File: src/design/rcw_pkg.sv
// ----------------------------------------------------------------------------
// rcw_pkg
// shared types, constants and the identifier character check
// ----------------------------------------------------------------------------
`default_nettype none

package rcw_pkg;

    localparam logic [7:0] HeaderSkipReset = 8'd12;

    // byte role codes on the result channel
    localparam logic [1:0] ROLE_HEADER  = 2'd0;
    localparam logic [1:0] ROLE_SEARCH  = 2'd1;
    localparam logic [1:0] ROLE_LENGTH  = 2'd2;
    localparam logic [1:0] ROLE_PAYLOAD = 2'd3;

    // identifier character bounds
    localparam logic [7:0] CHAR_UPPER_LO = 8'h41;
    localparam logic [7:0] CHAR_UPPER_HI = 8'h5A;
    localparam logic [7:0] CHAR_LOWER_LO = 8'h61;
    localparam logic [7:0] CHAR_LOWER_HI = 8'h7A;
    localparam logic [7:0] CHAR_DIGIT_LO = 8'h30;
    localparam logic [7:0] CHAR_DIGIT_HI = 8'h39;
    localparam logic [7:0] CHAR_SPACE    = 8'h20;

    localparam logic [7:0] ID_BYTES = 8'd4;
    localparam logic [7:0] LEN_BYTES = 8'd4;

    typedef enum logic [3:0] {
        PH_HEADER  = 4'b0001,
        PH_SEARCH  = 4'b0010,
        PH_LENGTH  = 4'b0100,
        PH_PAYLOAD = 4'b1000
    } phase_t;

    function automatic logic char_ok(input logic [7:0] c);
        return (c >= CHAR_UPPER_LO && c <= CHAR_UPPER_HI) ||
               (c >= CHAR_LOWER_LO && c <= CHAR_LOWER_HI) ||
               (c >= CHAR_DIGIT_LO && c <= CHAR_DIGIT_HI) ||
               (c == CHAR_SPACE);
    endfunction

endpackage

`default_nettype wire

File: src/design/rcw_id_check.sv
// ----------------------------------------------------------------------------
// rcw_id_check
// checks that all four bytes of an identifier window are legal characters
// ----------------------------------------------------------------------------
`default_nettype none

module rcw_id_check
    import rcw_pkg::*;
(
    input  wire logic [31:0] window,
    output logic             window_ok
);

    logic [3:0] byte_ok;

    always_comb begin
        for (int k = 0; k < 4; k++) begin
            byte_ok[k] = char_ok(window[8*k +: 8]);
        end
    end

    assign window_ok = &byte_ok;

endmodule

`default_nettype wire

File: src/design/riff_chunk_walker.sv
// ----------------------------------------------------------------------------
// riff_chunk_walker
// output: the result of an input transfer is registered and offered on the m_ side in the next cycle
// throughput: one byte per cycle, set by the single result register; the
//   input stalls only while that register is full and not taken
// reset: synchronous active-low aresetn clears phase, counters, window,
//   length and the result valid; header_skip_bytes returns to 12
// ----------------------------------------------------------------------------
`default_nettype none

module riff_chunk_walker
    import rcw_pkg::*;
(
    input  wire logic        aclk,
    input  wire logic        aresetn,

    // header_skip_bytes register
    input  wire logic        cfg_wr_en,
    input  wire logic [7:0]  cfg_wr_data,

    // byte stream in
    input  wire logic        s_valid,
    output logic             s_ready,
    input  wire logic [7:0]  s_data_byte,
    input  wire logic        s_stream_end,

    // tagged bytes out
    output logic             m_valid,
    input  wire logic        m_ready,
    output logic [1:0]       m_byte_role,
    output logic [7:0]       m_payload_byte,
    output logic [31:0]      m_chunk_id,
    output logic [31:0]      m_chunk_length,
    output logic             m_chunk_found,
    output logic             m_payload_last,
    output logic             m_id_rejected,
    output logic             m_end_seen
);

    // ------------------------------------------------------------------
    // state
    // ------------------------------------------------------------------
    logic [7:0]  skip_reg;
    phase_t      phase_reg,   phase_next;
    logic [7:0]  count_reg,   count_next;
    logic [31:0] window_reg,  window_next;
    logic [31:0] length_reg,  length_next;
    logic [31:0] left_reg,    left_next;

    logic        out_valid_reg;
    logic [1:0]  role_next;
    logic        found_next;
    logic        last_next;
    logic        rej_next;

    // phase and count after the late header-exit check
    phase_t      eff_phase;
    logic [7:0]  eff_count;
    logic [7:0]  count_inc;
    logic [31:0] len_merged;
    logic        win_ok;
    logic        s_fire;

    // accept whenever the result register is empty or being drained
    assign s_ready = !out_valid_reg || m_ready;
    assign s_fire  = s_valid && s_ready;
    assign m_valid = out_valid_reg;

    // window after shifting in the current byte, checked for legal characters
    logic [31:0] window_shift;
    assign window_shift = {s_data_byte, window_reg[31:8]};

    rcw_id_check u_id_check (
        .window    (window_shift),
        .window_ok (win_ok)
    );

    // ------------------------------------------------------------------
    // next-state logic for one byte
    // ------------------------------------------------------------------
    always_comb begin
        // header skip may already be done if the skip count was lowered
        if (phase_reg == PH_HEADER && count_reg >= skip_reg) begin
            eff_phase = PH_SEARCH;
            eff_count = 8'd0;
        end else begin
            eff_phase = phase_reg;
            eff_count = count_reg;
        end

        count_inc  = eff_count + 8'd1;
        len_merged = length_reg | ({24'd0, s_data_byte} << {eff_count[1:0], 3'b000});

        phase_next  = eff_phase;
        count_next  = eff_count;
        window_next = window_reg;
        length_next = length_reg;
        left_next   = left_reg;
        role_next   = ROLE_HEADER;
        found_next  = 1'b0;
        last_next   = 1'b0;
        rej_next    = 1'b0;

        unique case (eff_phase)
            PH_HEADER: begin
                role_next  = ROLE_HEADER;
                count_next = count_inc;
                if (count_inc >= skip_reg) begin
                    phase_next = PH_SEARCH;
                    count_next = 8'd0;
                end
            end
            PH_SEARCH: begin
                role_next   = ROLE_SEARCH;
                window_next = window_shift;
                // count saturates once a full window has been collected
                if (eff_count < ID_BYTES) begin
                    count_next = count_inc;
                end
                if (count_next >= ID_BYTES) begin
                    if (win_ok) begin
                        phase_next  = PH_LENGTH;
                        count_next  = 8'd0;
                        length_next = 32'd0;
                    end else begin
                        rej_next = 1'b1;
                    end
                end
            end
            PH_LENGTH: begin
                role_next   = ROLE_LENGTH;
                length_next = len_merged;
                count_next  = count_inc;
                if (count_inc >= LEN_BYTES) begin
                    found_next = 1'b1;
                    left_next  = len_merged;
                    count_next = 8'd0;
                    phase_next = (len_merged != 32'd0) ? PH_PAYLOAD : PH_SEARCH;
                end
            end
            PH_PAYLOAD: begin
                role_next = ROLE_PAYLOAD;
                if (left_reg <= 32'd1) begin
                    left_next  = 32'd0;
                    last_next  = 1'b1;
                    phase_next = PH_SEARCH;
                    count_next = 8'd0;
                end else begin
                    left_next = left_reg - 32'd1;
                end
            end
            default: begin
                phase_next = PH_HEADER;
            end
        endcase

        // a length cut off by stream end still reports the chunk
        if (s_stream_end && phase_next == PH_LENGTH) begin
            found_next = 1'b1;
        end
    end

    // ------------------------------------------------------------------
    // registers
    // ------------------------------------------------------------------
    always_ff @(posedge aclk) begin
        if (!aresetn) begin
            skip_reg <= HeaderSkipReset;
        end else if (cfg_wr_en) begin
            skip_reg <= cfg_wr_data;
        end
    end

    always_ff @(posedge aclk) begin
        if (!aresetn) begin
            phase_reg  <= PH_HEADER;
            count_reg  <= 8'd0;
            window_reg <= 32'd0;
            length_reg <= 32'd0;
            left_reg   <= 32'd0;
        end else if (s_fire) begin
            if (s_stream_end) begin
                // stream end: result is formed, then the walker starts over
                phase_reg  <= PH_HEADER;
                count_reg  <= 8'd0;
                window_reg <= 32'd0;
                length_reg <= 32'd0;
                left_reg   <= 32'd0;
            end else begin
                phase_reg  <= phase_next;
                count_reg  <= count_next;
                window_reg <= window_next;
                length_reg <= length_next;
                left_reg   <= left_next;
            end
        end
    end

    // result valid: set by an input transfer, cleared by an output transfer
    always_ff @(posedge aclk) begin
        if (!aresetn) begin
            out_valid_reg <= 1'b0;
        end else if (s_fire) begin
            out_valid_reg <= 1'b1;
        end else if (m_ready) begin
            out_valid_reg <= 1'b0;
        end
    end

    // result payload, loaded with each input transfer
    always_ff @(posedge aclk) begin
        if (s_fire) begin
            m_byte_role    <= role_next;
            m_payload_byte <= s_data_byte;
            m_chunk_id     <= window_next;
            m_chunk_length <= length_next;
            m_chunk_found  <= found_next;
            m_payload_last <= last_next;
            m_id_rejected  <= rej_next;
            m_end_seen     <= s_stream_end;
        end
    end

endmodule

`default_nettype wire

File: config.mk
export PLATFORM = sky130hd
export DESIGN_NAME = riff_chunk_walker
export DESIGN_NICKNAME = d
export VERILOG_FILES = /design/src/design/rcw_pkg.sv /design/src/design/rcw_id_check.sv /design/src/design/riff_chunk_walker.sv
export SDC_FILE = /design/constraint.sdc
export NUM_CORES = 1
export LEC_CHECK = 0
export ABC_CLOCK_PERIOD_IN_PS = 6400
export BUFFER_PORTS_ARGS = -buffer_cell sky130_fd_sc_hd__buf_4
export CORE_ASPECT_RATIO = 0.5
export CORE_MARGIN = 5
export CORE_UTILIZATION = 59
export DETAILED_ROUTE_END_ITERATION = 16
export PLACE_DENSITY_LB_ADDON = 0.1
export SYNTH_ARGS = -nofsm -noshare
export SYNTH_HDL_FRONTEND = slang
export SYNTH_SLANG_ARGS = --single-unit
File: constraint.sdc
create_clock -name aclk -period 6.4 [get_ports aclk]
set_input_delay 0.64 -clock aclk [delete_from_list [all_inputs] [get_ports aclk]]
set_output_delay 0.64 -clock aclk [all_outputs]
set_load 0.01 [all_outputs]
==> impl_results.md <==
* Worst-path clk slew at 0.07 ns
* Residual DRC at 0
* Post-CTS Hold Buffers at 0
* Worst Hold Launch: cfg_wr_data[3]
* Avg Inst Size Synth at 8.91 um^2
* Peak supply drop at 0.154 mV
* Commonest cells after routing, fill and taps aside: nor2_1 (140), nand2_1 (126), buf_4 (121)
* Total chip power at 2.72 mW
* Bufs on Longest Clock Path at 2
* Setup crit end kind: flip-flop
* Status: finished, final reports clean
* EDFF count, synth at 78
* Final HPWL DP at 19,400 um
* Final ANT Viol Nets at 0
* Placed cells at 1,315
* Hold/Removal Path Class: primary input to flip-flop
* Most used DFF post-synth: dfxtp_1
* GPL Wtd Cong at 0.952
* Worst hold endpoint: skip_reg[3]
* Max Cap Viol at 0
* # IOs at 102
* Origin of the critical flop-to-flop path: count_reg[0]
* Vias per inst at 6.61
* Sequential-to-total area share from yosys stat at 49.1%
* CTS root buffer: clkbuf_16
* Buffers on Ports at 101
* WL met3 at 3540 um
* Global-route wire length before repair at 45,000 um
* Antenna violations before repair at 0
* Die height at 99.9 um
* Num CTS Buffers at 17
* Commonest non-fill, non-tap cell in the layout: nor2_1
* Wl on met1 at 11,300 um
* Worst Hold Depth at 3
* Diode count at 0
* DR iter-0 viols at 1,052
* NumNets Final at 1,170
* Crit path required time at 6.73 ns
* WL met2 at 13,000 um
* Worst slew pin tran at 0.880 ns
* R2R cell count at 19
* Slew margin rel. at 41.2%
* Leakage power at 4.36 nW
* Post_cts resized at 0
* Crit path kind: flip-flop to flip-flop
* Skew final at 0.0156 ns
* Finished Layout Cells at 1,347
* Pre-antenna DRT Iters at 6
* Area Overhead vs Synth at 15.7%
* Top routing layer in use: met4
* Die area at 19,000 um^2
* Total grt overflow at 0
* Final Slew Violations at 0
* RR Endpoint: count_reg[0]
* Core Region at 15,600 um^2
* Postcts setup bufs at 0
* Die X at 190 um
* Final-report hold violation count at 0
* Yosys warning count at 0
* Vias in the first global route at 8,344
* Mapped Nets at 1,110
* Syn Std Cell Area at 9530 um^2
* Cells after Synth at 1,070
* Fmax at 183 MHz
* #FFs+latches synth at 195
* Startpoint Class: flip-flop
* Setup tns final at 0 ns
* Vias at 8,902
* Routed wire length at 28,700 um
* Fillers at 1,246
* Flop2flop setup slack at 0.94 ns
* Pwr dens at 246 nW/um^2
* Synth cell types at 78
* Largest net degree at the start of global routing at 57
* Layout cells sized above 1 at 16.6%
* Area of the multi-input gates at 4450 um^2
* Worst Path Max Fanout at 12
* Minimum clock period at 5.46 ns
* Fin crit share at 85.3%
* CTS tree: done
* GRT Overall Usage at 30.0%
* Initial Utilization at 61.0%
* Worst Path Arrival at 5.79 ns
* WL/cell at 21.3 um
* Final setup violation count at 0
* Worst skew pair latency at 0.44 ns
* FF+latch area at 4680 um^2
* Unrepaired setup endpoints after global routing: false
* CTS H-tree lvls at 4
* Asr flop ratio synth at 0%
* Row cnt at 32
* Clk sinks at 195
-- through the flow --
step | worst slack [ns] | util, % | hold slack [ns] | instance area (um^2)
final | 0.938 | 70.7 | 0.425 | 11000
after global routing | 0.579 | 70.7 | 0.417 | 11000
after CTS | 1.06 | 70.7 | 0.419 | 11000
after detailed placement | 1.17 | 66.7 | 0.455 | 10400
after global placement | 1.32 | 66.7 | 0.442 | 10400
after floorplan | 1.62 | - | 0.432 | 9530
-- per-layer routing --
layer	track usage, %	up-vias
li1	-	4067
met1	39.5	4199
met2	47.8	540
met3	8.55	96
met4	11.2	0
met5	0	-
-- worst max-delay path by stage --
stage | start | to | slack, ns
after floorplan | count_reg[0] | count_reg[2] | 1.62
after global placement | count_reg[0] | count_reg[2] | 1.32
after detailed placement | count_reg[0] | count_reg[2] | 1.17
after CTS | count_reg[0] | count_reg[0] | 1.06
after global routing | count_reg[0] | count_reg[0] | 0.58
final | count_reg[0] | count_reg[0] | 0.94
-- where the power goes --
group	leakage, nW	internal (mW)	switching, mW	total, mW
clock network	0.302	0.573	0.555	1.13
logic	2.33	0.0895	0.167	0.256
registers	1.73	1.32	0.0141	1.33
-- critical path, stage by stage (launching register included) --
cell	delay, ns
dfxtp_1	0.56
inv_1	0.11
ha_1	0.27
nand2b_1	0.13
a2111oi_0	0.72
o21a_1	0.39
o21ai_0	0.25
inv_1	0.17
ha_1	0.34
nand3_1	0.19
xor2_1	0.19
nor2_1	0.15
ha_1	0.27
a21o_1	0.20
a211oi_1	0.22
o21ai_0	0.13
o2111ai_1	0.13
and3_1	0.44
a211oi_1	0.13
a311oi_1	0.35
-- area by class of cell --
type,count,share of cell area (%)
clock inverter,15,1.83
clock buffer,17,3.86
sequential,195,42.5
timing repair buffer,121,8.23
inverter,28,0.964
multi-input combinational,767,40.4
tap,204,2.31
-- cell usage after synthesis (5+ instances only) --
| library cell | instances | area share [%] |
|---|---|---|
| and2_1 | 10 | 0.66 |
| ha_1 | 18 | 2.4 |
| inv_1 | 27 | 1.1 |
| nor4_1 | 20 | 1.3 |
| clkbuf_1 | 71 | 2.8 |
| o22ai_1 | 9 | 0.59 |
| edfxtp_1 | 78 | 25 |
| mux2_2 | 8 | 0.95 |
| nand4_1 | 10 | 0.66 |
| o21ai_0 | 60 | 3.2 |
| nor2_1 | 141 | 5.6 |
| or3_1 | 11 | 0.72 |
| a31oi_1 | 30 | 2.0 |
| nor3_1 | 23 | 1.2 |
| o32ai_1 | 6 | 0.55 |
| nand2b_1 | 15 | 0.98 |
| a32o_1 | 8 | 0.84 |
| or2_2 | 5 | 0.33 |
| a211o_1 | 7 | 0.64 |
| a211oi_1 | 6 | 0.47 |
| nand2_1 | 126 | 5.0 |
| nand3_1 | 18 | 0.95 |
| or4_1 | 10 | 0.79 |
| dfxtp_1 | 117 | 25 |
| mux2i_1 | 8 | 0.84 |
| a22oi_1 | 31 | 2.4 |
| a21oi_1 | 89 | 4.7 |
-- cells by family after synthesis --
logic type,count (synthesis),share of synthesized area (%)
AOI/OAI and AO/OA,313,21.4
xor gates and xnor gates,7,0.643
adders and majority gates,18,2.36
buffers and inverters,108,4.41
DFF,195,49.1
muxes,16,1.79
and+or+nand+nor,413,20.2
Note: power is estimated with default switching activity, not from simulation.
